**src/design/nfw_delay.sv**
```systemverilog
`default_nettype none

module nfw_delay #(
    parameter int WIDTH = 32,
    parameter int DEPTH = 1
) (
    input  wire logic             clk,
    input  wire logic             rst_n,
    input  wire logic [WIDTH-1:0] din,
    output logic      [WIDTH-1:0] dout
);

    logic [WIDTH-1:0] tap_reg [DEPTH];

    // shift line
    always_ff @(posedge clk or negedge rst_n)
    begin
        if (!rst_n)
        begin
            for (int i = 0; i < DEPTH; i++)
            begin
                tap_reg[i] <= '0;
            end
        end
        else
        begin
            tap_reg[0] <= din;
            for (int i = 1; i < DEPTH; i++)
            begin
                tap_reg[i] <= tap_reg[i-1];
            end
        end
    end

    assign dout = tap_reg[DEPTH-1];

endmodule

`default_nettype wire

```
**config.mk**
```make
export PLATFORM = sky130hd
export DESIGN_NAME = nfw_delay
export DESIGN_NICKNAME = d
export VERILOG_FILES = /design/src/design/nfw_delay.sv
export SDC_FILE = /design/constraint.sdc
export NUM_CORES = 1
export LEC_CHECK = 0
export BUFFER_PORTS_ARGS = -buffer_cell sky130_fd_sc_hd__buf_2
export CAP_MARGIN = 20
export CELL_PAD_IN_SITES_DETAIL_PLACEMENT = 0
export CELL_PAD_IN_SITES_GLOBAL_PLACEMENT = 2
export CORE_UTILIZATION = 24
export CTS_CLUSTER_DIAMETER = 80
export DETAILED_ROUTE_END_ITERATION = 6
export PLACE_DENSITY_LB_ADDON = 0.25
export SETUP_SLACK_MARGIN = 0.02
export SLEW_MARGIN = 20
export SYNTH_ARGS = -nofsm -noshare
export SYNTH_HDL_FRONTEND = slang
export SYNTH_SLANG_ARGS = --single-unit
```
**constraint.sdc**
```tcl
create_clock -name clk -period 0.8 [get_ports clk]
set_input_delay 0.16 -clock clk [delete_from_list [all_inputs] [get_ports clk]]
set_output_delay 0.16 -clock clk [all_outputs]
set_load 0.03 [all_outputs]
```
==> flow_summary.json <==
{
  "yosysSeqAreaShare_pct": 100,
  "fmax_ghz": 0.974,
  "synthesis.instances": 32,
  "coreArea_um2": 3100,
  "rsz0062_at_grt": "yes",
  "synth_nets": 66,
  "gp_congestion": 0.666,
  "synth_most_common_cell": "dfrtp_1",
  "syn2layout_area_growth_pct": 124,
  "initial_core_util_pct": 25.8,
  "vias": 687,
  "fin_ws_ns": -0.226,
  "yosys-top-cells-area": "dfrtp_1",
  "clk_pin_slew_ns": 0.09,
  "fin_hold_ws_ns": 0.327,
  "power.switching_uw": 813,
  "regArea_um2": 801,
  "drt_wl_total_mm": 2.38,
  "postSynthAreaPerCell_um2": 25.0,
  "die-height_um": 59.8,
  "path_delay_family": "flip-flops",
  "synth_top_area_cell": "dfrtp_1",
  "largest_reg_flops": 32,
  "slowest_delay_ns": 0.40,
  "ant_nets": 0,
  "fillers": 263,
  "viasPerCell": 3.77,
  "finalPower_mw": 3.33,
  "post-place-ws_ns": 0.107,
  "setup_viol": 32,
  "power_frac_seq_pct": 52.2,
  "grt.total_usage_pct": 14.8,
  "hold_class": "in2async",
  "multi_input_area_um2": 0,
  "htreeDepth": 2,
  "diodes": 0,
  "vdd_ir_drop_max_v": 0.000847,
  "leakage_nw": 0.881,
  "antenna_found_initial": 0,
  "placed_area_um2": 1200,
  "rows": 20,
  "synth_edf_count": 0,
  "synth-compound-area-share_pct": 0,
  "grt_max_degree": 33,
  "synth_seq_cells": 32,
  "cpMaxStageDelayCell": "dfrtp_1",
  "max_slew_margin_pct": 88.8,
  "violations": "setup timing",
  "cts-root-buf": "clkbuf_4",
  "p_sw_share_pct": 24.4,
  "cp_max_fo": 1,
  "cts_tree": "yes",
  "dr.pass1.iters": 5,
  "hold_viol": 0,
  "dieArea_um2": 3570,
  "fin_crit_sh_pct": 128,
  "grt_pass1_vias": 778,
  "synth_warnings": 0,
  "multi_input_comb_cells": 0,
  "combPwrFrac_pct": 18.2,
  "wl_per_cell_um": 13.1,
  "yosys.area.top_type_share_pct": 100,
  "drc_errors": 0,
  "drive_above_1_share_pct": 52.9,
  "tightest_slew_ns": 0.168,
  "cp.required_ns": 0.64,
  "io_pins": 66,
  "period_minus_slack_ns": 1.03,
  "cts.sinks": 32,
  "drt_iter0_markers": 2,
  "fin_area_um2": 1800,
  "arrival_ns": 0.87,
  "final_max_slew_viol_count": 0,
  "fp.dieW_um": 59.8,
  "clockPowerShare_pct": 29.6,
  "synthFlopType": "dfrtp_1",
  "grt_pass1_wl_mm": 3.47,
  "drv_cap": 0,
  "synthDistinctLibCells": 1,
  "worst_setup_path_end_kind": "output port",
  "path_buf_inv": 1,
  "dp.final_hpwl_mm": 1.30,
  "grt.overflow.total": 0,
  "layout.nets": 172,
  "synth_xor_area_share_pct": 0,
  "power_density_nw_per_um2": 1860,
  "post_cts_buffers": 0,
  "muxShareOfSynthArea_pct": 0,
  "p_int_mw": 2.52,
  "cp-start-kind": "flop",
  "cts_made_buffers": 5,
  "synth-simple-area-share_pct": 0,
  "async_reset_ff_share_pct": 100,
  "path_cells": "buf_6",
  "criticalPathCategory": "reg2out",
  "clk_path_buf_depth": 2,
  "synth_top_cells_by_count": "dfrtp_1",
  "port_buffers": 65,
  "synth_area_um2": 801,
  "outcome": "finished with violations",
  "yosys.area_share.adder_pct": 0
}
[placed cells by master, fill, tap and decap left out]
| cell type | count |
|---|---|
| clkbuf_4 | 5 |
| buf_2 | 33 |
| clkbuf_8 | 2 |
| buf_6 | 32 |
| dfrtp_1 | 32 |
| dlygate4sd3_1 | 33 |
| buf_12 | 1 |
[kinds of logic after synthesis]
| kind of cell | count (synthesis) |
|---|---|
| flops | 32 |
[power by group through the flow]
stage | clock network, mW | registers, mW | logic (mW)
finish | 0.986 | 1.74 | 0.608
global route | 1.11 | 1.75 | 0.642
CTS | 1.04 | 1.74 | 0.607
detailed placement | 0 | 1.75 | 0.382
global placement | 0 | 1.74 | 0.379
floorplan | 0 | 1.93 | 0
[area by class of cell]
type | count | area share [%]
clock buffer | 7 | 3.62
timing repair buffer | 99 | 48.7
tap | 44 | 3.06
sequential | 32 | 44.6
[repair_timing]
item                                    4_1_cts  5_1_grt
resized for setup                            64        0
endpoints found under the hold margin        64        0
hold buffers                                 33        0
endpoints found under the setup margin       32       32
pin swaps                                     0        0
[worst min-delay path, stage by stage]
cell,delay [ns]
dlygate4sd3_1,0.53
buf_2,0.13
buf_12,0.20
[per-stage QoR]
step / util (%) / setup TNS (ns) / cells
after floorplan: - / 0 / 32
after global placement: 38.7 / 0 / 142
after detailed placement: 38.7 / 0 / 142
after CTS: 57.9 / -7.13 / 182
after global routing: 57.9 / -8.05 / 182
final: 57.9 / -6.49 / 182
[worst max-delay path by stage]
stage                                  start        to  slack (ns)  cells after the start
final                     dout[21]$_DFF_PN0_  dout[21]       -0.23                      1
after global routing      dout[11]$_DFF_PN0_  dout[11]       -0.28                      1
after CTS                 dout[28]$_DFF_PN0_  dout[28]       -0.25                      1
after detailed placement  dout[28]$_DFF_PN0_  dout[28]        0.11                      1
after global placement    dout[26]$_DFF_PN0_  dout[26]        0.12                      1
after floorplan            dout[0]$_DFF_PN0_   dout[0]        0.17                      0
[metal layers]
layer	wire length [µm]	GRT usage, %	vias to the layer above
met3	112	4.76	10
met5	0	0	-
met1	639	10.8	337
li1	-	-	307
met2	1530	29.0	33
met4	97	13.0	0
Note: power is estimated with default switching activity, not from simulation.
