### config.mk
export PLATFORM = sky130hd
export DESIGN_NAME = nfw_div
export DESIGN_NICKNAME = d
export VERILOG_FILES = /design/src/design/nfw_pkg.sv /design/src/design/nfw_round.sv /design/src/design/nfw_div.sv
export SDC_FILE = /design/constraint.sdc
export NUM_CORES = 2
export LEC_CHECK = 0
export BUFFER_PORTS_ARGS = -buffer_cell sky130_fd_sc_hd__buf_2
export CAP_MARGIN = 20
export CORE_ASPECT_RATIO = 0.8
export CORE_MARGIN = 10
export CORE_UTILIZATION = 55
export CTS_CLUSTER_DIAMETER = 40
export CTS_CLUSTER_SIZE = 12
export DETAILED_ROUTE_END_ITERATION = 6
export PLACE_DENSITY = 0.69
export SLEW_MARGIN = 25
export SYNTH_ARGS = -nofsm -noshare
export SYNTH_HDL_FRONTEND = slang
export SYNTH_HIERARCHICAL = 1
export SYNTH_SLANG_ARGS = --single-unit
### constraint.sdc
create_clock -name clk -period 7.4 [get_ports clk]
set_input_delay 1.48 -clock clk [delete_from_list [all_inputs] [get_ports clk]]
set_output_delay 1.48 -clock clk [all_outputs]
set_load 0.005 [all_outputs]
### src/design/nfw_pkg.sv
`default_nettype none

package nfw_pkg;

    // single-precision constants
    localparam logic [31:0] FP_ONE   = 32'h3F80_0000;
    localparam logic [31:0] FP_TWO   = 32'h4000_0000;
    localparam logic [31:0] FP_THREE = 32'h4040_0000;
    localparam logic [31:0] FP_QNAN  = 32'h7FC0_0000;

    // divider: quotient bits, bits per stage, stage count
    localparam int DIV_QBITS     = 26;
    localparam int DIV_PER_STAGE = 2;
    localparam int DIV_ITER      = DIV_QBITS / DIV_PER_STAGE;

    // unit latencies in cycles
    localparam int DIV_LAT = DIV_ITER + 4;
    localparam int MUL_LAT = 5;
    localparam int ADD_LAT = 8;

    // register indexes of the configuration port
    localparam logic CFG_SCALE_DENSITY = 1'b0;
    localparam logic CFG_SCALE_RADIUS  = 1'b1;

    // operand with hidden bit made explicit and subnormals normalized
    typedef struct packed {
        logic               sign;
        logic               nan;
        logic               inf;
        logic               zero;
        logic signed [11:0] exp;
        logic [23:0]        mant;
    } fp_unp_t;

    // unrounded result: mant[26] is the leading one, mant[2:0] guard/round/sticky
    typedef struct packed {
        logic               special;
        logic [31:0]        sbits;
        logic               sign;
        logic signed [11:0] exp;
        logic [26:0]        mant;
    } fp_raw_t;

    function automatic fp_unp_t fp_unpack(input logic [31:0] x);
        fp_unp_t     u;
        logic [23:0] m;
        logic [4:0]  lz;
        logic        found;
        u.sign = x[31];
        u.nan  = (x[30:23] == 8'hFF) && (x[22:0] != 23'd0);
        u.inf  = (x[30:23] == 8'hFF) && (x[22:0] == 23'd0);
        u.zero = (x[30:23] == 8'd0) && (x[22:0] == 23'd0);
        m = (x[30:23] == 8'd0) ? {1'b0, x[22:0]} : {1'b1, x[22:0]};
        lz = 5'd0;
        found = 1'b0;
        for (int i = 23; i >= 0; i--) begin
            if (!found && m[i]) begin
                found = 1'b1;
                lz = 5'(23 - i);
            end
        end
        u.mant = m << lz;
        u.exp = (x[30:23] == 8'd0) ? (-12'sd126 - $signed({7'd0, lz}))
                                   : ($signed({4'd0, x[30:23]}) - 12'sd127);
        return u;
    endfunction

endpackage

`default_nettype wire

### src/design/nfw_round.sv
`default_nettype none

module nfw_round import nfw_pkg::*; (
    input  wire logic        clk,
    input  wire fp_raw_t     raw,
    output logic      [31:0] result
);

    typedef struct packed {
        logic        special;
        logic [31:0] sbits;
        logic        sign;
        logic        ovf;
        logic [7:0]  eb;
        logic [26:0] mant;
    } rnd_stage_t;

    rnd_stage_t         st_reg;
    rnd_stage_t         st_next;
    logic signed [11:0] sh;
    logic [26:0]        lost;
    logic               up;
    logic [30:0]        mag;
    logic [31:0]        result_next;
    logic [31:0]        result_reg;

    // overflow check and subnormal right shift with sticky
    always_comb
    begin
        sh = -12'sd126 - $signed(raw.exp);
        lost = '0;
        st_next.special = raw.special;
        st_next.sbits = raw.sbits;
        st_next.sign = raw.sign;
        st_next.ovf = $signed(raw.exp) > 12'sd127;
        st_next.eb = 8'd0;
        st_next.mant = raw.mant;
        if ($signed(raw.exp) >= -12'sd126)
        begin
            st_next.eb = 8'($signed(raw.exp) + 12'sd127);
        end
        else if (sh >= 12'sd27)
        begin
            st_next.mant = {26'd0, |raw.mant};
        end
        else
        begin
            lost = raw.mant & ~({27{1'b1}} << sh[4:0]);
            st_next.mant = raw.mant >> sh[4:0];
            st_next.mant[0] = st_next.mant[0] | (|lost);
        end
    end

    always_ff @(posedge clk)
    begin
        st_reg <= st_next;
    end

    // round to nearest even; the carry runs into the exponent field
    always_comb
    begin
        up = st_reg.mant[2] & (st_reg.mant[3] | st_reg.mant[1] | st_reg.mant[0]);
        mag = {st_reg.eb, st_reg.mant[25:3]} + {30'd0, up};
        if (st_reg.special)
        begin
            result_next = st_reg.sbits;
        end
        else if (st_reg.ovf)
        begin
            result_next = {st_reg.sign, 8'hFF, 23'd0};
        end
        else
        begin
            result_next = {st_reg.sign, mag};
        end
    end

    always_ff @(posedge clk)
    begin
        result_reg <= result_next;
    end

    assign result = result_reg;

endmodule

`default_nettype wire

### src/design/nfw_div.sv
`default_nettype none

module nfw_div import nfw_pkg::*; (
    input  wire logic        clk,
    input  wire logic [31:0] a,
    input  wire logic [31:0] b,
    output logic      [31:0] quot
);

    typedef struct packed {
        logic               special;
        logic [31:0]        sbits;
        logic               sign;
        logic signed [11:0] exp;
        logic [24:0]        rem;
        logic [25:0]        quo;
        logic [23:0]        dvs;
    } div_stage_t;

    fp_unp_t    ua_reg;
    fp_unp_t    ub_reg;
    div_stage_t stage_reg [DIV_ITER+1];
    div_stage_t stage_next [DIV_ITER+1];
    fp_raw_t    raw;
    logic       sgn;
    logic       lt;

    // unpack
    always_ff @(posedge clk)
    begin
        ua_reg <= fp_unpack(a);
        ub_reg <= fp_unpack(b);
    end

    // special operands, exponent and first partial remainder, then
    // restoring division, two quotient bits per stage
    always_comb
    begin
        div_stage_t t;
        logic       qb;
        sgn = ua_reg.sign ^ ub_reg.sign;
        lt = ua_reg.mant < ub_reg.mant;
        stage_next[0].sign = sgn;
        stage_next[0].special = 1'b1;
        if (ua_reg.nan || ub_reg.nan || (ua_reg.zero && ub_reg.zero)
            || (ua_reg.inf && ub_reg.inf))
        begin
            stage_next[0].sbits = FP_QNAN;
        end
        else if (ua_reg.inf || ub_reg.zero)
        begin
            stage_next[0].sbits = {sgn, 8'hFF, 23'd0};
        end
        else if (ua_reg.zero || ub_reg.inf)
        begin
            stage_next[0].sbits = {sgn, 31'd0};
        end
        else
        begin
            stage_next[0].special = 1'b0;
            stage_next[0].sbits = FP_QNAN;
        end
        stage_next[0].exp = $signed(ua_reg.exp) - $signed(ub_reg.exp)
                            - (lt ? 12'sd1 : 12'sd0);
        stage_next[0].rem = lt ? {ua_reg.mant, 1'b0} : {1'b0, ua_reg.mant};
        stage_next[0].quo = '0;
        stage_next[0].dvs = ub_reg.mant;

        for (int k = 0; k < DIV_ITER; k++)
        begin
            t = stage_reg[k];
            for (int j = 0; j < DIV_PER_STAGE; j++)
            begin
                qb = t.rem >= {1'b0, t.dvs};
                if (qb)
                begin
                    t.rem = t.rem - {1'b0, t.dvs};
                end
                t.quo = {t.quo[24:0], qb};
                t.rem = {t.rem[23:0], 1'b0};
            end
            stage_next[k+1] = t;
        end
    end

    always_ff @(posedge clk)
    begin
        for (int k = 0; k <= DIV_ITER; k++)
        begin
            stage_reg[k] <= stage_next[k];
        end
    end

    // quotient with sticky from the final remainder
    always_comb
    begin
        raw.special = stage_reg[DIV_ITER].special;
        raw.sbits = stage_reg[DIV_ITER].sbits;
        raw.sign = stage_reg[DIV_ITER].sign;
        raw.exp = stage_reg[DIV_ITER].exp;
        raw.mant = {stage_reg[DIV_ITER].quo, |stage_reg[DIV_ITER].rem};
    end

    nfw_round u_round (
        .clk    (clk),
        .raw    (raw),
        .result (quot)
    );

endmodule

`default_nettype wire

==> reports/qor.txt <==
max reg flops - 1069
synthesized area - 69000 um^2
drt total wl - 180 mm
CTS buffer count - 164
final layout net count - 8537
global-route wire length before repair - 283 mm
CTS Hold Bufs - 0
initial antenna violation count - 1
Synth async-reset ratio - 0%
Post-synth top flop - dfxtp_1
final hold vios - 0
syn avg cell area - 9.07 um^2
Core Region - 125000 um^2
startpoint types - flop
Top Ports - 97
Crit. End Element - flop
Ys Warns - 6
Reg clk slew, reported paths - 0.06 ns
Slew headroom - 24.6%
CTS tree - yes
most common cell in the netlist - dfxtp_1
Post-DRT Antenna Nets - 0
row count - 116
Global Route Usage Sum - 24.7%
# DRC - 0
Synth top cells by count - dfxtp_1, ha_1, a21oi_1
post-synth cell types - 102
Slew @ Worst Pin - 1.13 ns
outcome - finished clean
Initial Utilization - 55.3%
slowest stage delay, CP - 0.48 ns
Tmin final - 6.68 ns
max-cap violations - 0
sequential fraction of the synthesis area - 36.1%
routed len/inst - 18.9 um
final worst-path cycle share - 90.3%
Filler cells - 10762
Synth area leaders - dfxtp_1, ha_1, mux2_2
Synth Instances - 7609
worst-skew pair later-pin latency - 0.82 ns
Resize count post-CTS - 0
crit-path cells - inv_1, ha_1, nor2b_1, o31ai_1, a311oi_1, o2111a_1, o21a_1, o211ai_1, nand2_1, buf_4, nor2_1, a21oi_1, ha_1, a21oi_1, nor3b_1, a21oi_1, a311oi_1, o21bai_1, a31oi_1, o31ai_1, a31oi_1, o21ai_2, buf_4, mux2_2
Setup TNS - 0 ns
GP Congestion - 0.935
Initial DRT Pass Iterations - 6
RSZ-0062 raised after global routing - false
area share of the largest cell type after synthesis - 36.1%
layout cells sized above 1 - 11.7%
hold slack - 0.293 ns
slowest cell on the critical path - o211ai_1
die area - 140000 um^2
Longest Clk Path Bufs - 3
Final HPWL DP - 142 mm
Critical Path AT - 7.37 ns
CP Data Required Time - 8.08 ns
CTS Sinks - 1244
die height - 337 um
fin. max-slew vios - 0
largest net degree at the start of global routing - 47
CP most frequent cell - a21oi_1
area grow syn2layout - 11.5%
Post-synth EDFFs - 0
Vias/cell - 5.79
1st-iter DRT viols - 4428
via count - 55235
Root Driver - clkbuf_16
post-synth top area cell - dfxtp_1
crit-path max FO - 24
Max Fclk - 150 MHz
number of global-route vias before repair - 52108
Setup Crit Path Kind - flop to flop
Remaining Overflow, GRT - 0
Hold Path Class - flop to flop
Setup Buffers After CTS - 0
number of synthesized register bits - 1244
H-tree depth - 4
port bufs - 96
setup violators final - 0
Die W - 416 um
clock skew - 0.0651 ns
cell usage in the layout (no fill, tap or decap), drive strengths merged, types with 26 or more instances in the layout:
cell,netlist,final
ha,667,667
xnor2,357,357
and3,63,63
a31oi,73,73
a211oi,56,56
clkinv,4,32
o21a,131,131
mux2,392,392
nand2,469,469
a22o,31,31
o21bai,80,80
dfxtp,1244,1244
buf,61,146
or3,42,42
nor3,150,150
inv,556,594
o31a,26,26
a21oi,581,581
nor2b,94,94
or2,42,42
o21ai,424,424
nor2,569,569
a21o,236,236
nor4,61,61
o31ai,54,54
xor2,178,178
clkbuf,92,184
mux2i,137,137
nand4,94,94
nand3,135,135
and2,38,38
o211ai,30,30
nand2b,85,85
final timing paths:
kind,from,end,slack (ns),depth (start not counted)
max,stage_reg[1][362],stage_reg[1][537],0.72,24
min,stage_reg[1][280],stage_reg[1][402],0.29,0
max reg2reg,stage_reg[1][362],stage_reg[1][537],0.72,24
min reg2reg,stage_reg[1][280],stage_reg[1][402],0.29,0
final cells by class:
cell class	instances	area, um^2	area share, %
multi-input combinational	5673	41500	54.0
clock inverter	83	1160	1.51
sequential	1244	24900	32.4
tap	1652	2070	2.69
inverter	560	2100	2.73
antenna	1	2.50	0.00325
timing repair buffer	146	856	1.11
clock buffer	184	4310	5.60
critical path, delay by kind of cell, from the launching register on:
kind            cells  cell delay, ns
simple gates        4            0.92
fa+ha+maj           2            0.66
mux                 1            0.31
flops               1            0.44
compound gates     14            3.50
buf+inv             3            0.71
kinds of logic after synthesis:
| family | share of synthesized area (%) |
|---|---|
| flops | 36.1 |
| mux | 8.74 |
| fa+ha+maj | 12.6 |
| buf+inv | 4.02 |
| compound gates | 18.6 |
| simple gates | 13.2 |
| xor+xnor | 6.79 |
| other cells | 0.00543 |
per-layer routing:
metal  vias to the layer above  GRT usage [%]  part of all wire [%]
li1                      27552              -                     -
met3                       270           3.87                   6.3
met2                      1649           37.1                    42
met1                     25764           36.0                    49
met4                         0           7.83                   2.7
met5                         -              0                     0
metrics by stage:
stage	instance area (um^2)	setup slack, ns	util, %	std cells
finish	76900	0.716	61.6	9543
global route	76900	0.0686	61.6	9542
CTS	76900	0.661	61.6	9542
detailed placement	71500	0.706	57.2	9275
global placement	71400	0.759	57.2	9275
floorplan	69100	1.52	-	7630
Power is not shown: default switching activity piles up to over one toggle a cycle in this logic, so the estimate is an artifact.
