File: src/design/nfw_pkg.sv
`default_nettype none

package nfw_pkg;

    // single-precision constants
    localparam logic [31:0] FP_ONE   = 32'h3F80_0000;
    localparam logic [31:0] FP_TWO   = 32'h4000_0000;
    localparam logic [31:0] FP_THREE = 32'h4040_0000;
    localparam logic [31:0] FP_QNAN  = 32'h7FC0_0000;

    // divider: quotient bits, bits per stage, stage count
    localparam int DIV_QBITS     = 26;
    localparam int DIV_PER_STAGE = 2;
    localparam int DIV_ITER      = DIV_QBITS / DIV_PER_STAGE;

    // unit latencies in cycles
    localparam int DIV_LAT = DIV_ITER + 4;
    localparam int MUL_LAT = 5;
    localparam int ADD_LAT = 8;

    // register indexes of the configuration port
    localparam logic CFG_SCALE_DENSITY = 1'b0;
    localparam logic CFG_SCALE_RADIUS  = 1'b1;

    // operand with hidden bit made explicit and subnormals normalized
    typedef struct packed {
        logic               sign;
        logic               nan;
        logic               inf;
        logic               zero;
        logic signed [11:0] exp;
        logic [23:0]        mant;
    } fp_unp_t;

    // unrounded result: mant[26] is the leading one, mant[2:0] guard/round/sticky
    typedef struct packed {
        logic               special;
        logic [31:0]        sbits;
        logic               sign;
        logic signed [11:0] exp;
        logic [26:0]        mant;
    } fp_raw_t;

    function automatic fp_unp_t fp_unpack(input logic [31:0] x);
        fp_unp_t     u;
        logic [23:0] m;
        logic [4:0]  lz;
        logic        found;
        u.sign = x[31];
        u.nan  = (x[30:23] == 8'hFF) && (x[22:0] != 23'd0);
        u.inf  = (x[30:23] == 8'hFF) && (x[22:0] == 23'd0);
        u.zero = (x[30:23] == 8'd0) && (x[22:0] == 23'd0);
        m = (x[30:23] == 8'd0) ? {1'b0, x[22:0]} : {1'b1, x[22:0]};
        lz = 5'd0;
        found = 1'b0;
        for (int i = 23; i >= 0; i--) begin
            if (!found && m[i]) begin
                found = 1'b1;
                lz = 5'(23 - i);
            end
        end
        u.mant = m << lz;
        u.exp = (x[30:23] == 8'd0) ? (-12'sd126 - $signed({7'd0, lz}))
                                   : ($signed({4'd0, x[30:23]}) - 12'sd127);
        return u;
    endfunction

endpackage

`default_nettype wire

File: src/design/nfw_round.sv
`default_nettype none

module nfw_round import nfw_pkg::*; (
    input  wire logic        clk,
    input  wire fp_raw_t     raw,
    output logic      [31:0] result
);

    typedef struct packed {
        logic        special;
        logic [31:0] sbits;
        logic        sign;
        logic        ovf;
        logic [7:0]  eb;
        logic [26:0] mant;
    } rnd_stage_t;

    rnd_stage_t         st_reg;
    rnd_stage_t         st_next;
    logic signed [11:0] sh;
    logic [26:0]        lost;
    logic               up;
    logic [30:0]        mag;
    logic [31:0]        result_next;
    logic [31:0]        result_reg;

    // overflow check and subnormal right shift with sticky
    always_comb
    begin
        sh = -12'sd126 - $signed(raw.exp);
        lost = '0;
        st_next.special = raw.special;
        st_next.sbits = raw.sbits;
        st_next.sign = raw.sign;
        st_next.ovf = $signed(raw.exp) > 12'sd127;
        st_next.eb = 8'd0;
        st_next.mant = raw.mant;
        if ($signed(raw.exp) >= -12'sd126)
        begin
            st_next.eb = 8'($signed(raw.exp) + 12'sd127);
        end
        else if (sh >= 12'sd27)
        begin
            st_next.mant = {26'd0, |raw.mant};
        end
        else
        begin
            lost = raw.mant & ~({27{1'b1}} << sh[4:0]);
            st_next.mant = raw.mant >> sh[4:0];
            st_next.mant[0] = st_next.mant[0] | (|lost);
        end
    end

    always_ff @(posedge clk)
    begin
        st_reg <= st_next;
    end

    // round to nearest even; the carry runs into the exponent field
    always_comb
    begin
        up = st_reg.mant[2] & (st_reg.mant[3] | st_reg.mant[1] | st_reg.mant[0]);
        mag = {st_reg.eb, st_reg.mant[25:3]} + {30'd0, up};
        if (st_reg.special)
        begin
            result_next = st_reg.sbits;
        end
        else if (st_reg.ovf)
        begin
            result_next = {st_reg.sign, 8'hFF, 23'd0};
        end
        else
        begin
            result_next = {st_reg.sign, mag};
        end
    end

    always_ff @(posedge clk)
    begin
        result_reg <= result_next;
    end

    assign result = result_reg;

endmodule

`default_nettype wire

File: src/design/nfw_mul.sv
`default_nettype none

module nfw_mul import nfw_pkg::*; (
    input  wire logic        clk,
    input  wire logic [31:0] a,
    input  wire logic [31:0] b,
    output logic      [31:0] prod
);

    typedef struct packed {
        logic               special;
        logic [31:0]        sbits;
        logic               sign;
        logic signed [11:0] exp;
        logic [47:0]        prod;
    } mul_stage_t;

    fp_unp_t    ua_reg;
    fp_unp_t    ub_reg;
    mul_stage_t ms_reg;
    mul_stage_t ms_next;
    fp_raw_t    raw_reg;
    fp_raw_t    raw_next;
    logic       sgn;

    // unpack
    always_ff @(posedge clk)
    begin
        ua_reg <= fp_unpack(a);
        ub_reg <= fp_unpack(b);
    end

    // special operands and mantissa product
    always_comb
    begin
        sgn = ua_reg.sign ^ ub_reg.sign;
        ms_next.sign = sgn;
        ms_next.special = 1'b1;
        if (ua_reg.nan || ub_reg.nan || (ua_reg.inf && ub_reg.zero)
            || (ua_reg.zero && ub_reg.inf))
        begin
            ms_next.sbits = FP_QNAN;
        end
        else if (ua_reg.inf || ub_reg.inf)
        begin
            ms_next.sbits = {sgn, 8'hFF, 23'd0};
        end
        else if (ua_reg.zero || ub_reg.zero)
        begin
            ms_next.sbits = {sgn, 31'd0};
        end
        else
        begin
            ms_next.special = 1'b0;
            ms_next.sbits = FP_QNAN;
        end
        ms_next.exp = $signed(ua_reg.exp) + $signed(ub_reg.exp);
        ms_next.prod = ua_reg.mant * ub_reg.mant;
    end

    always_ff @(posedge clk)
    begin
        ms_reg <= ms_next;
    end

    // one-bit normalize and sticky
    always_comb
    begin
        raw_next.special = ms_reg.special;
        raw_next.sbits = ms_reg.sbits;
        raw_next.sign = ms_reg.sign;
        if (ms_reg.prod[47])
        begin
            raw_next.exp = $signed(ms_reg.exp) + 12'sd1;
            raw_next.mant = {ms_reg.prod[47:22], |ms_reg.prod[21:0]};
        end
        else
        begin
            raw_next.exp = ms_reg.exp;
            raw_next.mant = {ms_reg.prod[46:21], |ms_reg.prod[20:0]};
        end
    end

    always_ff @(posedge clk)
    begin
        raw_reg <= raw_next;
    end

    nfw_round u_round (
        .clk    (clk),
        .raw    (raw_reg),
        .result (prod)
    );

endmodule

`default_nettype wire

File: config.mk
export PLATFORM = sky130hd
export DESIGN_NAME = nfw_mul
export DESIGN_NICKNAME = d
export VERILOG_FILES = /design/src/design/nfw_pkg.sv /design/src/design/nfw_round.sv /design/src/design/nfw_mul.sv
export SDC_FILE = /design/constraint.sdc
export NUM_CORES = 2
export LEC_CHECK = 0
export BUFFER_PORTS_ARGS = -buffer_cell sky130_fd_sc_hd__buf_4
export CAP_MARGIN = 20
export CORE_UTILIZATION = 25
export CTS_BUF_LIST = sky130_fd_sc_hd__clkbuf_8
export DETAILED_ROUTE_END_ITERATION = 12
export PLACE_DENSITY = 0.43
export SETUP_SLACK_MARGIN = 0.1
export SLEW_MARGIN = 15
export SYNTH_ARGS = -nofsm -noshare
export SYNTH_HDL_FRONTEND = slang
export SYNTH_SLANG_ARGS = --single-unit
export TNS_END_PERCENT = 20
File: constraint.sdc
create_clock -name clk -period 7.65 [get_ports clk]
set_input_delay 1.1475 -clock clk [delete_from_list [all_inputs] [get_ports clk]]
set_output_delay 1.1475 -clock clk [all_outputs]
set_load 0.01 [all_outputs]
==> results by group <==
Setup path
  – Reg-to-reg critical path endpoint: ms_reg[46]
  – Critical path endpoint category: flip-flop
  – Type of element launching the critical path: flip-flop
  – Path type of the worst setup path: flip-flop to flip-flop
  – Largest driver fanout on the critical path: 17
  – Reg-to-reg startpoint: ua_reg[2]
  – Arrival time of the worst setup path: 7.76 ns
  – Register-to-Register Setup Slack: 0.40 ns
  – Number of cells traversed by the worst register-to-register path: 20
  – Data required time of the critical path: 8.17 ns

Cells and area
  – Fraction of final layout cells with drive strength greater than 1: 0.103
  – Area growth from synthesis to layout: 12.3%
  – Net count of the finished layout: 4367
  – Number of flip-flops under the largest register name: 65

CTS
  – Post-CTS Setup Repair Bufs: 0
  – CTS H-tree depth: 2
  – Hold-fix buffers at CTS: 0
  – Clock transition time at the flip-flop clock pins of the worst setup and hold paths: 0.06 ns
  – Clock Root Buffer: clkbuf_8
  – Worst-case clock buffer depth: 3
  – Number of clock sinks seen by CTS: 255
  – Clock latency at the later pin of the worst-skew pair: 0.63 ns
  – CTS-repair resized insts: 0
  – TritonCTS buffer count: 47
  – CTS tree: built

Detailed routing
  – Violation count after the first detailed-routing iteration: 1526
  – Average vias per placed instance: 4.61
  – Final wirelength: 95300 um
  – Average wire per cell in the routed design: 18.0 um
  – Residual antenna-violating net count after detailed routing: 0
  – DR pass1 iterations: 5
  – DRC violations left: 0
  – Vias after detailed routing: 24.5k

Global routing
  – Number of global-route vias before repair: 25.5k
  – Most used routing layer in global routing: met2
  – Total grt overflow: 0
  – Tot GR Track Use: 0.151
  – Initial antenna violation count: 3
  – Pin count of the biggest net entering global routing: 35
  – Met1 Use GR: 0.223
  – Global routing usage on met3: 0.0176
  – Wire length of the first global-routing pass: 152000 um
  – Grt met2 use: 0.236

Logic synthesis
  – Share of the yosys chip area belonging to registers: 0.161
  – Number of flops mapped to enable cells by yosys: 0
  – Most common cell in the netlist: inv_1
  – Syn. warnings: 0
  – Dominant cells by area after synthesis: fa_1 30%, dfxtp_1 16%, ha_1 7.8%, inv_1 7.0%, and2_1 5.9%
  – Netlist cell types: 91
  – Post-synthesis cell area: 0.0317 mm2
  – Cell type contributing the most total cell area after synthesis: fa_1
  – Number of storage elements in the synthesis netlist: 255
  – Proportion of netlist area held by the largest area contributor: 0.305
  – Average instance area after synthesis: 8.88 um2
  – Top cells by instance count after synthesis: 594 x inv_1, 483 x fa_1, 435 x nand2_1
  – Post-synthesis async set-or-reset flop share: 0
  – Syn Inst Count: 3573
  – Leading register cell type out of synthesis: dfxtp_1
  – Syn nets: 4320

STA
  – Post-layout minimum cycle time: 7.25 ns
  – Worst slew slack as a fraction of its limit: 0.252
  – Number of setup violations in the final report: 0
  – Period Utilization, post-route: 0.947
  – Achievable frequency: 138 MHz
  – Setup repair after global routing missed its margin: yes
  – Final total negative setup slack: 0 ns
  – Pins over their slew limit: 0
  – Worst Max-Slew Pin Slew: 1.11 ns
  – Final hold slack: 0.325 ns
  – Worst clock skew: 0.0164 ns
  – Final number of hold-violating endpoints: 0

Placement
  – Number of buffers added on ports: 96
  – RePlAce Congestion: 0.865
  – Post-DP HPWL: 76800 um

Floorplan
  – Top Ports: 97
  – Initial core utilization: 0.252
  – Die Width: 358 um
  – Floorplan die area: 0.128 mm2
  – Area of the core: 0.126 mm2
  – Die height: 358 um
  – Total number of placement rows: 130

Job
  – # Max-Cap Violations: 0

Min path
  – Worst hold path class: flip-flop to flip-flop
  – Hold EP: u_round.st_reg[68]
  – Start point of the worst hold path: raw_reg[71]
  – Hold-critical path depth: 0

Status
  – Outcome: finished, final reports clean
==> critical path: stages, from the launching register on <==
cell and delay (ns):
dfxtp_1 1.00, nand2_1 0.18, fa_1 0.55, fa_1 0.51, inv_1 0.05, fa_1 0.46
fa_1 0.46, fa_1 0.51, fa_1 0.49, inv_1 0.05, fa_1 0.47, inv_1 0.04
ha_1 0.38, a21oi_1 0.19, o21ai_0 0.16, o221ai_1 0.25, nand3b_1 0.16, nand3_1 0.14
a221o_1 0.45, a2111oi_0 0.40, and4b_1 0.23
==> kinds of logic (layout without fill, tap and decap cells) <==
logic type	count (synthesis)	count (layout)	synth area share
XOR/XNOR	110	110	0.0303
AO/OA/AOI/OAI	490	490	0.104
other	0	3	0
buffers and inverters	790	872	0.0960
multiplexers	130	130	0.0509
flip-flops	255	255	0.161
AND/OR/NAND/NOR	1116	1116	0.175
adder cells (fa/ha/maj)	682	682	0.383
==> final cells by class <==
| cell class | instances | area [um2] |
|---|---|---|
| antenna | 3 | 7.51 |
| clock buffer | 66 | 908 |
| clock inverter | 18 | 158 |
| fill | 13600 | 90100 |
| inverter | 597 | 2240 |
| multi-input combinational | 2528 | 23600 |
| sequential | 255 | 5120 |
| tap | 1650 | 2060 |
| timing repair buffer | 191 | 1530 |
==> cells in the final DEF (no fill, tap or decap), types with 23 or more instances in the layout <==
cell / instances
inv_1: 599
fa_1: 483
nand2_1: 435
and2_1: 298
dfxtp_1: 246
ha_1: 199
buf_4: 183
nor2_1: 143
a21oi_1: 121
o21ai_0: 96
mux2i_1: 76
clkbuf_8: 66
xnor2_1: 65
nand3_1: 51
xor2_1: 44
nor4_1: 35
nor3_1: 35
nand4_1: 35
a21o_1: 34
mux2_2: 32
a211oi_1: 30
a31oi_1: 23
==> worst max-delay path by stage <==
stage,start,endpoint,slack [ns],cells after the start
final,ua_reg[2],ms_reg[46],0.40,20
after global routing,ua_reg[13],ms_reg[46],0.1,22
after CTS,ub_reg[13],ms_reg[46],0.26,22
after detailed placement,ub_reg[13],ms_reg[46],0.25,22
after global placement,ub_reg[10],ms_reg[41],0.26,25
after floorplan,ub_reg[3],ms_reg[41],0.76,25
==> routing by layer <==
layer / part of all wire / vias to the layer above
met5: 0 / -
met3: 0.043 / 90
met4: 0.013 / 0
met1: 0.50 / 12300
li1: - / 11600
met2: 0.44 / 563
==> per-stage QoR <==
| stage | instances | worst slack, ns | util | cell area (um2) |
|---|---|---|---|---|
| 2_1_floorplan | 3573 | 0.763 | - | 31700 |
| 3_3_place_gp | 5221 | 0.257 | 0.275 | 34600 |
| 3_5_place_dp | 5221 | 0.254 | 0.275 | 34600 |
| 4_1_cts | 5305 | 0.259 | 0.283 | 35600 |
| 5_1_grt | 5306 | 0.0958 | 0.283 | 35600 |
| 6_report | 5308 | 0.405 | 0.283 | 35600 |
Power is not shown: default switching activity piles up to over one toggle a cycle in this logic, so the estimate is an artifact.
