## src/design/nfw_pkg.sv

```systemverilog
`default_nettype none

package nfw_pkg;

    // single-precision constants
    localparam logic [31:0] FP_ONE   = 32'h3F80_0000;
    localparam logic [31:0] FP_TWO   = 32'h4000_0000;
    localparam logic [31:0] FP_THREE = 32'h4040_0000;
    localparam logic [31:0] FP_QNAN  = 32'h7FC0_0000;

    // divider: quotient bits, bits per stage, stage count
    localparam int DIV_QBITS     = 26;
    localparam int DIV_PER_STAGE = 2;
    localparam int DIV_ITER      = DIV_QBITS / DIV_PER_STAGE;

    // unit latencies in cycles
    localparam int DIV_LAT = DIV_ITER + 4;
    localparam int MUL_LAT = 5;
    localparam int ADD_LAT = 8;

    // register indexes of the configuration port
    localparam logic CFG_SCALE_DENSITY = 1'b0;
    localparam logic CFG_SCALE_RADIUS  = 1'b1;

    // operand with hidden bit made explicit and subnormals normalized
    typedef struct packed {
        logic               sign;
        logic               nan;
        logic               inf;
        logic               zero;
        logic signed [11:0] exp;
        logic [23:0]        mant;
    } fp_unp_t;

    // unrounded result: mant[26] is the leading one, mant[2:0] guard/round/sticky
    typedef struct packed {
        logic               special;
        logic [31:0]        sbits;
        logic               sign;
        logic signed [11:0] exp;
        logic [26:0]        mant;
    } fp_raw_t;

    function automatic fp_unp_t fp_unpack(input logic [31:0] x);
        fp_unp_t     u;
        logic [23:0] m;
        logic [4:0]  lz;
        logic        found;
        u.sign = x[31];
        u.nan  = (x[30:23] == 8'hFF) && (x[22:0] != 23'd0);
        u.inf  = (x[30:23] == 8'hFF) && (x[22:0] == 23'd0);
        u.zero = (x[30:23] == 8'd0) && (x[22:0] == 23'd0);
        m = (x[30:23] == 8'd0) ? {1'b0, x[22:0]} : {1'b1, x[22:0]};
        lz = 5'd0;
        found = 1'b0;
        for (int i = 23; i >= 0; i--) begin
            if (!found && m[i]) begin
                found = 1'b1;
                lz = 5'(23 - i);
            end
        end
        u.mant = m << lz;
        u.exp = (x[30:23] == 8'd0) ? (-12'sd126 - $signed({7'd0, lz}))
                                   : ($signed({4'd0, x[30:23]}) - 12'sd127);
        return u;
    endfunction

endpackage

`default_nettype wire

```

## src/design/nfw_round.sv

```systemverilog
`default_nettype none

module nfw_round import nfw_pkg::*; (
    input  wire logic        clk,
    input  wire fp_raw_t     raw,
    output logic      [31:0] result
);

    typedef struct packed {
        logic        special;
        logic [31:0] sbits;
        logic        sign;
        logic        ovf;
        logic [7:0]  eb;
        logic [26:0] mant;
    } rnd_stage_t;

    rnd_stage_t         st_reg;
    rnd_stage_t         st_next;
    logic signed [11:0] sh;
    logic [26:0]        lost;
    logic               up;
    logic [30:0]        mag;
    logic [31:0]        result_next;
    logic [31:0]        result_reg;

    // overflow check and subnormal right shift with sticky
    always_comb
    begin
        sh = -12'sd126 - $signed(raw.exp);
        lost = '0;
        st_next.special = raw.special;
        st_next.sbits = raw.sbits;
        st_next.sign = raw.sign;
        st_next.ovf = $signed(raw.exp) > 12'sd127;
        st_next.eb = 8'd0;
        st_next.mant = raw.mant;
        if ($signed(raw.exp) >= -12'sd126)
        begin
            st_next.eb = 8'($signed(raw.exp) + 12'sd127);
        end
        else if (sh >= 12'sd27)
        begin
            st_next.mant = {26'd0, |raw.mant};
        end
        else
        begin
            lost = raw.mant & ~({27{1'b1}} << sh[4:0]);
            st_next.mant = raw.mant >> sh[4:0];
            st_next.mant[0] = st_next.mant[0] | (|lost);
        end
    end

    always_ff @(posedge clk)
    begin
        st_reg <= st_next;
    end

    // round to nearest even; the carry runs into the exponent field
    always_comb
    begin
        up = st_reg.mant[2] & (st_reg.mant[3] | st_reg.mant[1] | st_reg.mant[0]);
        mag = {st_reg.eb, st_reg.mant[25:3]} + {30'd0, up};
        if (st_reg.special)
        begin
            result_next = st_reg.sbits;
        end
        else if (st_reg.ovf)
        begin
            result_next = {st_reg.sign, 8'hFF, 23'd0};
        end
        else
        begin
            result_next = {st_reg.sign, mag};
        end
    end

    always_ff @(posedge clk)
    begin
        result_reg <= result_next;
    end

    assign result = result_reg;

endmodule

`default_nettype wire

```

## src/design/nfw_add.sv

```systemverilog
`default_nettype none

module nfw_add import nfw_pkg::*; (
    input  wire logic        clk,
    input  wire logic [31:0] a,
    input  wire logic [31:0] b,
    output logic      [31:0] sum
);

    typedef struct packed {
        logic               special;
        logic [31:0]        sbits;
        logic               sign;
        logic               sub;
        logic signed [11:0] exp;
        logic [23:0]        mbig;
        logic [23:0]        msml;
        logic [11:0]        exp_gap;
    } add_swap_t;

    typedef struct packed {
        logic               special;
        logic [31:0]        sbits;
        logic               sign;
        logic               sub;
        logic signed [11:0] exp;
        logic [23:0]        mbig;
        logic [26:0]        sal;
    } add_align_t;

    typedef struct packed {
        logic               special;
        logic [31:0]        sbits;
        logic               sign;
        logic signed [11:0] exp;
        logic [27:0]        total;
        logic [4:0]         lz;
    } add_sum_t;

    fp_unp_t     ua_reg;
    fp_unp_t     ub_reg;
    logic [31:0] a_reg;
    logic [31:0] b_reg;
    add_swap_t   sw_reg;
    add_swap_t   sw_next;
    add_align_t  al_reg;
    add_align_t  al_next;
    add_sum_t    sm_reg;
    add_sum_t    sm_next;
    add_sum_t    lz_reg;
    add_sum_t    lz_next;
    fp_raw_t     raw_reg;
    fp_raw_t     raw_next;
    logic        a_big;
    logic [26:0] shifted;
    logic [26:0] lost;
    logic        found;

    // unpack
    always_ff @(posedge clk)
    begin
        ua_reg <= fp_unpack(a);
        ub_reg <= fp_unpack(b);
        a_reg <= a;
        b_reg <= b;
    end

    // special operands and operand swap by magnitude
    always_comb
    begin
        a_big = ($signed(ua_reg.exp) > $signed(ub_reg.exp))
                || ((ua_reg.exp == ub_reg.exp) && (ua_reg.mant >= ub_reg.mant));
        sw_next.special = 1'b1;
        if (ua_reg.nan || ub_reg.nan
            || (ua_reg.inf && ub_reg.inf && (ua_reg.sign != ub_reg.sign)))
        begin
            sw_next.sbits = FP_QNAN;
        end
        else if (ua_reg.inf)
        begin
            sw_next.sbits = {ua_reg.sign, 8'hFF, 23'd0};
        end
        else if (ub_reg.inf)
        begin
            sw_next.sbits = {ub_reg.sign, 8'hFF, 23'd0};
        end
        else if (ua_reg.zero && ub_reg.zero)
        begin
            sw_next.sbits = {ua_reg.sign & ub_reg.sign, 31'd0};
        end
        else if (ua_reg.zero)
        begin
            sw_next.sbits = b_reg;
        end
        else if (ub_reg.zero)
        begin
            sw_next.sbits = a_reg;
        end
        else
        begin
            sw_next.special = 1'b0;
            sw_next.sbits = FP_QNAN;
        end
        sw_next.sub = ua_reg.sign ^ ub_reg.sign;
        sw_next.sign = a_big ? ua_reg.sign : ub_reg.sign;
        sw_next.exp = a_big ? ua_reg.exp : ub_reg.exp;
        sw_next.mbig = a_big ? ua_reg.mant : ub_reg.mant;
        sw_next.msml = a_big ? ub_reg.mant : ua_reg.mant;
        sw_next.exp_gap = a_big ? 12'($signed(ua_reg.exp) - $signed(ub_reg.exp))
                                : 12'($signed(ub_reg.exp) - $signed(ua_reg.exp));
    end

    always_ff @(posedge clk)
    begin
        sw_reg <= sw_next;
    end

    // align the smaller operand with guard, round and sticky
    always_comb
    begin
        shifted = '0;
        lost = '0;
        al_next.special = sw_reg.special;
        al_next.sbits = sw_reg.sbits;
        al_next.sign = sw_reg.sign;
        al_next.sub = sw_reg.sub;
        al_next.exp = sw_reg.exp;
        al_next.mbig = sw_reg.mbig;
        if (sw_reg.exp_gap >= 12'd27)
        begin
            al_next.sal = 27'd1;
        end
        else
        begin
            shifted = {sw_reg.msml, 3'b000} >> sw_reg.exp_gap[4:0];
            lost = {sw_reg.msml, 3'b000} & ~({27{1'b1}} << sw_reg.exp_gap[4:0]);
            al_next.sal = {shifted[26:1], shifted[0] | (|lost)};
        end
    end

    always_ff @(posedge clk)
    begin
        al_reg <= al_next;
    end

    // magnitude add or subtract
    always_comb
    begin
        sm_next.special = al_reg.special;
        sm_next.sbits = al_reg.sbits;
        sm_next.sign = al_reg.sign;
        sm_next.exp = al_reg.exp;
        sm_next.lz = 5'd0;
        if (al_reg.sub)
        begin
            sm_next.total = {1'b0, al_reg.mbig, 3'b000} - {1'b0, al_reg.sal};
        end
        else
        begin
            sm_next.total = {1'b0, al_reg.mbig, 3'b000} + {1'b0, al_reg.sal};
        end
    end

    always_ff @(posedge clk)
    begin
        sm_reg <= sm_next;
    end

    // exact cancellation and leading zero count
    always_comb
    begin
        lz_next = sm_reg;
        found = 1'b0;
        for (int i = 26; i >= 0; i--)
        begin
            if (!found && sm_reg.total[i])
            begin
                found = 1'b1;
                lz_next.lz = 5'(26 - i);
            end
        end
        if (!sm_reg.special && (sm_reg.total == 28'd0))
        begin
            lz_next.special = 1'b1;
            lz_next.sbits = 32'd0;
        end
    end

    always_ff @(posedge clk)
    begin
        lz_reg <= lz_next;
    end

    // normalize
    always_comb
    begin
        raw_next.special = lz_reg.special;
        raw_next.sbits = lz_reg.sbits;
        raw_next.sign = lz_reg.sign;
        if (lz_reg.total[27])
        begin
            raw_next.exp = $signed(lz_reg.exp) + 12'sd1;
            raw_next.mant = {lz_reg.total[27:2], |lz_reg.total[1:0]};
        end
        else
        begin
            raw_next.exp = $signed(lz_reg.exp) - $signed({7'd0, lz_reg.lz});
            raw_next.mant = lz_reg.total[26:0] << lz_reg.lz;
        end
    end

    always_ff @(posedge clk)
    begin
        raw_reg <= raw_next;
    end

    nfw_round u_round (
        .clk    (clk),
        .raw    (raw_reg),
        .result (sum)
    );

endmodule

`default_nettype wire
```

## config.mk

```make
export PLATFORM = sky130hd
export DESIGN_NAME = nfw_add
export DESIGN_NICKNAME = d
export VERILOG_FILES = /design/src/design/nfw_pkg.sv /design/src/design/nfw_round.sv /design/src/design/nfw_add.sv
export SDC_FILE = /design/constraint.sdc
export NUM_CORES = 1
export LEC_CHECK = 0
export BUFFER_PORTS_ARGS = -buffer_cell sky130_fd_sc_hd__buf_2
export CELL_PAD_IN_SITES_DETAIL_PLACEMENT = 1
export CELL_PAD_IN_SITES_GLOBAL_PLACEMENT = 1
export CORE_AREA = 2 2 239 241
export CTS_CLUSTER_SIZE = 20
export DETAILED_ROUTE_END_ITERATION = 7
export DIE_AREA = 0 0 241 243
export MAX_ROUTING_LAYER = met4
export PLACE_DENSITY_LB_ADDON = 0.1
export SLEW_MARGIN = 20
export SYNTH_ARGS = -nofsm -noshare
export SYNTH_HDL_FRONTEND = slang
export SYNTH_SLANG_ARGS = --single-unit
```

## constraint.sdc

```tcl
create_clock -name clk -period 10.26 [get_ports clk]
set_clock_uncertainty 0.1 [all_clocks]
set_input_delay 3.078 -clock clk [delete_from_list [all_inputs] [get_ports clk]]
set_output_delay 3.078 -clock clk [all_outputs]
set_load 0.02 [all_outputs]
```

==> flow_summary.yaml, run 1 <==
outcome:
  status: "finished clean"
final_layout:
  syn_to_final_growth_pct: 12.1
  multi_input_area_mm2: 0.0145
  fin_cells: 3951
  seqCellArea_mm2: 0.0131
  layout.nets: 3329
  largest_reg_flops: 95
  drive_gt1_frac: 0.117
  fillers: 6338
clock_tree:
  cts.clk_slew.worst_paths_ns: 0.07
  cts_tree: "done"
  cts_buffers: 69
  h-tree-depth: 3
  cts.path.max_buffers: 3
  cts_root_buf: "clkbuf_16"
  cts_hold_buffers: 0
  clock-sinks: 656
  clock_latency_ns: 0.62
  postCtsSetupBuffers: 0
  postCtsResizedCells: 0
routing:
  antenna_left: 0
  finalWirelength_mm: 92.2
  drtIter0Drc: 1698
  via_per_inst: 5.99
  drc: 0
  dr_total_vias: 23700
  dr.pass1.iters: 5
  wl_per_cell_um: 23.3
synth:
  synth_cells: 3105
  synth_common_cells: "656 x dfxtp_1, 302 x nand2_1, 266 x nor2_1, 227 x o21ai_0, 181 x a21oi_1"
  avgSynthCellArea_um2: 9.29
  synth-simple-area-share: 0.147
  yosysMostFrequentCell: "dfxtp_1"
  netlist-cell-type-count: 88
  synth_top_cell_area_share: 0.455
  yosys_warnings: 0
  synth_area_mm2: 0.0289
  synth_nets: 3294
  ys_ff_latch: 656
  ys_top_cells_by_area: "dfxtp_1 46%, ha_1 5.2%, mux2i_1 4.7%"
  synthFlopType: "dfxtp_1"
  ys_async_sr_fraction: 0
  synth_fa_ha_area_frac: 0.0548
  synth-xor-area-share: 0.0279
  synth_compound_area_frac: 0.170
  synth_top_family_by_area: "compound AO/OA/AOI/OAI gates"
  yosysTopAreaCell: "dfxtp_1"
  yosys-mux-area-fraction: 0.103
  synth-edff-count: 0
  yosysSeqAreaShare: 0.455
placement:
  port_buffers: 96
  place_hpwl_mm: 66.3
  pre_cts_slack_ns: 3.82
  place_congestion: 0.927
  dp_cells: 3824
sta:
  worst_slack_ns: 4.35
  fmax_mhz: 169
  fin_crit_ns: 5.91
  finalCritPeriodShare: 0.576
  slew_headroom: 0.263
  drv_slew: 0
  worst_pin_slew_ns: 1.10
  setup_violations: 0
  hold_viol: 0
  setup_tns_ns: 0
  rsz0062_at_grt: "false"
power:
  ir_drop_mv: 0.203
  total_power_mw: 9.48
  p_leak_nw: 13.4
  powerDensity_mw_per_mm2: 293
worst_setup_path:
  cp.required_ns: 10.63
  worstSetupEndpointType: "flop"
  path_cells: "buf_2 > or4_1 > or4_4 > a21oi_2 > nor4_1 > o32ai_1 > o21ai_0 > mux2i_1 > o211ai_1"
  critPathBufInv: 1
  cp_top_family: "simple AND/OR/NAND/NOR gates"
  cp_slowest_cell: "or4_1"
  crit_arrival_ns: 6.28
  cp-start-kind: "input pin"
  cp_max_fo: 8
  critPathKind: "in2reg"
  slowest_delay_ns: 0.71
global_route:
  overflow: 0
  grt.met2_usage: 0.555
  grt_use_met3: 0.0400
  first_global_vias: 25100
  busiest_layer: "met2"
  grt_pass1_wl_mm: 144
  use_met1: 0.388
  antenna_found_initial: 2
  grtUsageTotal: 0.325
  grt_max_degree: 108
floorplan:
  core_mm2: 0.0560
  die_height_um: 243
  initial_core_util: 0.516
  dieArea_mm2: 0.0586
  die_width_um: 241
  fp-row-count: 87
  pin_count: 97
min_path:
  hp-class: "reg2reg"
run:
  max_cap_viol_count: 0
## metal layers
metal	up-vias	share of wire
met4	0	0.040
met3	205	0.036
met2	600	0.50
met5	-	0
li1	11100	-
met1	11800	0.42
## power breakdown
| group | total (mW) | switching, mW | internal (mW) |
|---|---|---|---|
| logic | 3.43 | 2.11 | 1.32 |
| registers | 3.43 | 0.461 | 2.97 |
| clock network | 2.62 | 1.10 | 1.52 |
| total | 9.48 | 3.67 | 5.81 |
## area by class of cell
type | count | share of cell area
multi-input combinational | 2131 | 0.450
tap | 756 | 0.0292
clock buffer | 90 | 0.0602
antenna | 2 | 0.000155
inverter | 159 | 0.0186
timing repair buffer | 123 | 0.0215
sequential | 656 | 0.406
clock inverter | 34 | 0.0147
## final timing paths
kind               start         end  slack, ns  cells after the start
max                a[19]  ua_reg[22]       4.35                      9
min reg2reg  al_next[50]  al_reg[50]       0.22                      0
max reg2reg   ua_reg[30]   sw_reg[5]       5.80                     12
min          al_next[50]  al_reg[50]       0.22                      0
## cells by family (layout without fill, tap and decap cells)
kind of cell	after synthesis	in the layout
AO/OA/AOI/OAI	760	760
XOR/XNOR	92	92
other	0	2
multiplexers	237	237
adder cells (fa/ha/maj)	124	124
AND/OR/NAND/NOR	918	918
buffers and inverters	318	406
flip-flops	656	656
## metrics by stage
step / hold slack, ns / area [µm²] / util
final: 0.222 / 32400 / 0.578
after floorplan: 0.210 / 28900 / -
after CTS: 0.223 / 32300 / 0.578
after detailed placement: 0.213 / 29900 / 0.534
after global routing: 0.225 / 32400 / 0.578
after global placement: 0.210 / 29900 / 0.534
## cells in the final DEF (no fill, tap or decap), types with 19 or more instances in the layout
cell | Yosys | layout
dfxtp_1 | 656 | 655
nand2_1 | 302 | 302
nor2_1 | 266 | 265
o21ai_0 | 227 | 227
a21oi_1 | 181 | 181
inv_1 | 150 | 150
mux2i_1 | 136 | 136
ha_1 | 120 | 120
buf_2 | 16 | 96
nor3_1 | 74 | 74
clkbuf_16 | 0 | 70
mux2_2 | 58 | 58
xnor2_1 | 54 | 53
a211oi_1 | 53 | 53
and2_1 | 50 | 50
nand3_1 | 45 | 45
mux4_2 | 42 | 42
xor2_1 | 38 | 38
nor2b_1 | 37 | 36
a22oi_1 | 31 | 31
and3_1 | 26 | 26
nand2b_1 | 26 | 26
buf_4 | 0 | 26
a21o_1 | 25 | 25
a31oi_1 | 25 | 25
o31ai_1 | 24 | 23
nor4_1 | 22 | 21
o211ai_1 | 19 | 19
## worst register-to-register path: stages (launching register included)
cell and delay (ns):
dfxtp_1 0.44, inv_1 0.09, ha_1 0.51, and2_1 0.22, and3_1 0.21, and3_1 0.28, nand3_1 0.19, o41ai_4 0.36
buf_4 0.51, buf_12 0.33, mux2_2 0.41, a221oi_1 0.52, xnor2_1 0.15
Note: power is estimated with default switching activity, not from simulation.
==> run 2: changes to the inputs <==
--- a/config.mk
+++ b/config.mk
@@ -8,10 +8,10 @@
 export BUFFER_PORTS_ARGS = -buffer_cell sky130_fd_sc_hd__buf_2
 export CELL_PAD_IN_SITES_DETAIL_PLACEMENT = 1
 export CELL_PAD_IN_SITES_GLOBAL_PLACEMENT = 1
-export CORE_AREA = 2 2 239 241
+export CORE_AREA = 2 2 260 262
 export CTS_CLUSTER_SIZE = 20
 export DETAILED_ROUTE_END_ITERATION = 7
-export DIE_AREA = 0 0 241 243
+export DIE_AREA = 0 0 262 264
 export MAX_ROUTING_LAYER = met4
 export PLACE_DENSITY_LB_ADDON = 0.1
 export SLEW_MARGIN = 20
==> constraint.sdc (replaced) <==
create_clock -name clk -period 4.9 [get_ports clk]
set_clock_uncertainty 0.1 [all_clocks]
set_input_delay 1.47 -clock clk [delete_from_list [all_inputs] [get_ports clk]]
set_output_delay 1.47 -clock clk [all_outputs]
set_load 0.02 [all_outputs]
==> flow_summary.yaml, run 2 (synthesized netlist as in run 1, its figures left out) <==
min_path:
  holdPathEnd: "al_reg[46]"
  hp-start: "al_next[46]"
  hold_depth: 0
  hp-class: "reg2reg"
worst_setup_path:
  r2r_setup_slack_ns: 1.03
  crit_arrival_ns: 4.47
  reg2reg_depth: 11
  timing.rr.start: "ua_reg[28]"
  path_cells: "buf_2 > or4_1 > or4_4 > nor3_1 > o41ai_4 > inv_2 > mux2i_2 > nand2_1 > and3_1 > a21oi_1"
  critPathKind: "in2reg"
  cp_max_fo: 13
  slowest_delay_ns: 0.63
  cp_slowest_cell: "or4_1"
  cp_top_family: "simple AND/OR/NAND/NOR gates"
  cp-start-kind: "input pin"
  r2r-end: "al_next[30]"
  worstSetupEndpointType: "flop"
  critPathBufInv: 2
  cp.required_ns: 5.34
final_layout:
  fillers: 7542
  syn_to_final_growth_pct: 13.0
  final_area_mm2: 0.0326
  final_common_cell: "dfxtp_1"
  mostFrequentLayoutCells: "655 x dfxtp_1, 302 x nand2_1, 266 x nor2_1, 227 x o21ai_0, 181 x a21oi_1"
  largest_reg_flops: 95
  drive_gt1_frac: 0.123
  layout.nets: 3354
floorplan:
  core_mm2: 0.0666
  dieArea_mm2: 0.0692
  die_width_um: 262
  initial_core_util: 0.433
  pin_count: 97
  fp-row-count: 95
  die_height_um: 264
global_route:
  antenna_found_initial: 3
  grtUsageTotal: 0.260
  grt_max_degree: 70
  grt_pass1_wl_mm: 137
  first_global_vias: 23800
  overflow: 0
routing:
  finalWirelength_mm: 87.4
  dr_total_vias: 22900
  dr.pass1.iters: 5
  drtIter0Drc: 1343
  via_per_inst: 5.60
  wl_per_cell_um: 21.4
  drc: 0
  antenna_left: 0
sta:
  fin_crit_ns: 4.02
  drv_slew: 0
  setup_violations: 0
  rsz0062_at_grt: "false"
  worst_pin_slew_ns: 1.03
  setup_tns_ns: 0
  finalCritPeriodShare: 0.821
  slew_headroom: 0.309
  fmax_mhz: 249
  hold_viol: 0
clock_tree:
  h-tree-depth: 3
  cts_tree: "done"
  cts.clk_slew.worst_paths_ns: 0.06
  cts_hold_buffers: 0
  postCtsResizedCells: 0
  postCtsSetupBuffers: 0
  cts_root_buf: "clkbuf_16"
  clock_latency_ns: 0.64
  cts_buffers: 68
  cts.path.max_buffers: 3
  clock-sinks: 656
placement:
  dpl_cell_area_mm2: 0.0302
  place_congestion: 0.920
  place_hpwl_mm: 66.7
  port_buffers: 96
power:
  p_seq_frac: 0.370
  p_int_mw: 12.0
  p_sw_frac: 0.380
  ir_drop_mv: 0.281
  powerDensity_mw_per_mm2: 596
  p_clk_frac: 0.271
  pwr-share-comb: 0.359
  total_power_mw: 19.4
  p_sw_mw: 7.40
  p_leak_nw: 13.5
run:
  max_cap_viol_count: 0
outcome:
  status: "finished clean"
## run 2: changes by cell type in the layout (fill, tap and decap cells not counted), moves of 2 or more
cell,previous run,this run
buf_4,26,53
clkinv_2,13,11
inv_16,2,0
clkinvlp_4,0,5
clkbuf_8,12,14
diode_2,2,4
clkinv_16,3,5
clkbuf_16,70,68
bufinv_16,6,4
## run 2: power by group through the flow
| stage | clock (mW) | sequential, mW | combinational (mW) |
|---|---|---|---|
| floorplan | 0 | 6.92 | 4.96 |
| global placement | 0 | 7.28 | 6.79 |
| detailed placement | 0 | 7.31 | 6.90 |
| CTS | 5.39 | 7.20 | 6.94 |
| global route | 5.62 | 7.30 | 7.62 |
| finish | 5.27 | 7.20 | 6.97 |
## run 2: worst max path at each step
stage / cells past startpoint / slack [ns] / to / startpoint
detailed placement: 10 / 0.26 / ua_reg[17] / a[15]
global placement: 10 / 0.36 / ub_reg[13] / b[27]
CTS: 10 / 0.91 / ua_reg[17] / a[15]
floorplan: 12 / 0.73 / ub_reg[28] / b[10]
global route: 12 / 0.71 / sw_reg[7] / ua_reg[30]
finish: 10 / 0.88 / ua_reg[17] / a[15]
## run 2: worst reg2reg max path, stage by stage, from the launching register on
cell and delay (ns):
dfxtp_1 0.44, inv_1 0.08, ha_1 0.41, a21o_1 0.20
a21oi_1 0.19, nand2_1 0.13, o41ai_1 0.59, a31o_2 0.29
o41ai_4 0.07, buf_4 0.23, buf_4 0.35, o21ai_0 0.58
## run 2: layout make-up
cell class	count	area [µm²]	area share
antenna	4	10.0	0.000307
inverter	159	602	0.0185
multi-input combinational	2131	14500	0.446
timing repair buffer	149	878	0.0269
tap	873	1090	0.0335
clock inverter	33	443	0.0136
clock buffer	89	1920	0.0589
sequential	656	13100	0.403
## run 2: metrics by stage
stage / hold slack (ns) / util / instances / worst slack [ns]
6_report: 0.211 / 0.490 / 4094 / 0.879
5_1_grt: 0.217 / 0.490 / 4094 / 0.715
4_1_cts: 0.211 / 0.490 / 4090 / 0.907
3_5_place_dp: 0.213 / 0.454 / 3968 / 0.265
3_3_place_gp: 0.210 / 0.454 / 3968 / 0.358
2_1_floorplan: 0.210 / - / 3105 / 0.731
## run 2: layer usage
layer  vias up  track usage  wire length (µm)
met5         -            -                 0
li1      11100            -                 -
met1     11300        0.319             38300
met4         0       0.0852              2420
met2       424        0.443             44000
met3       131       0.0293              2750
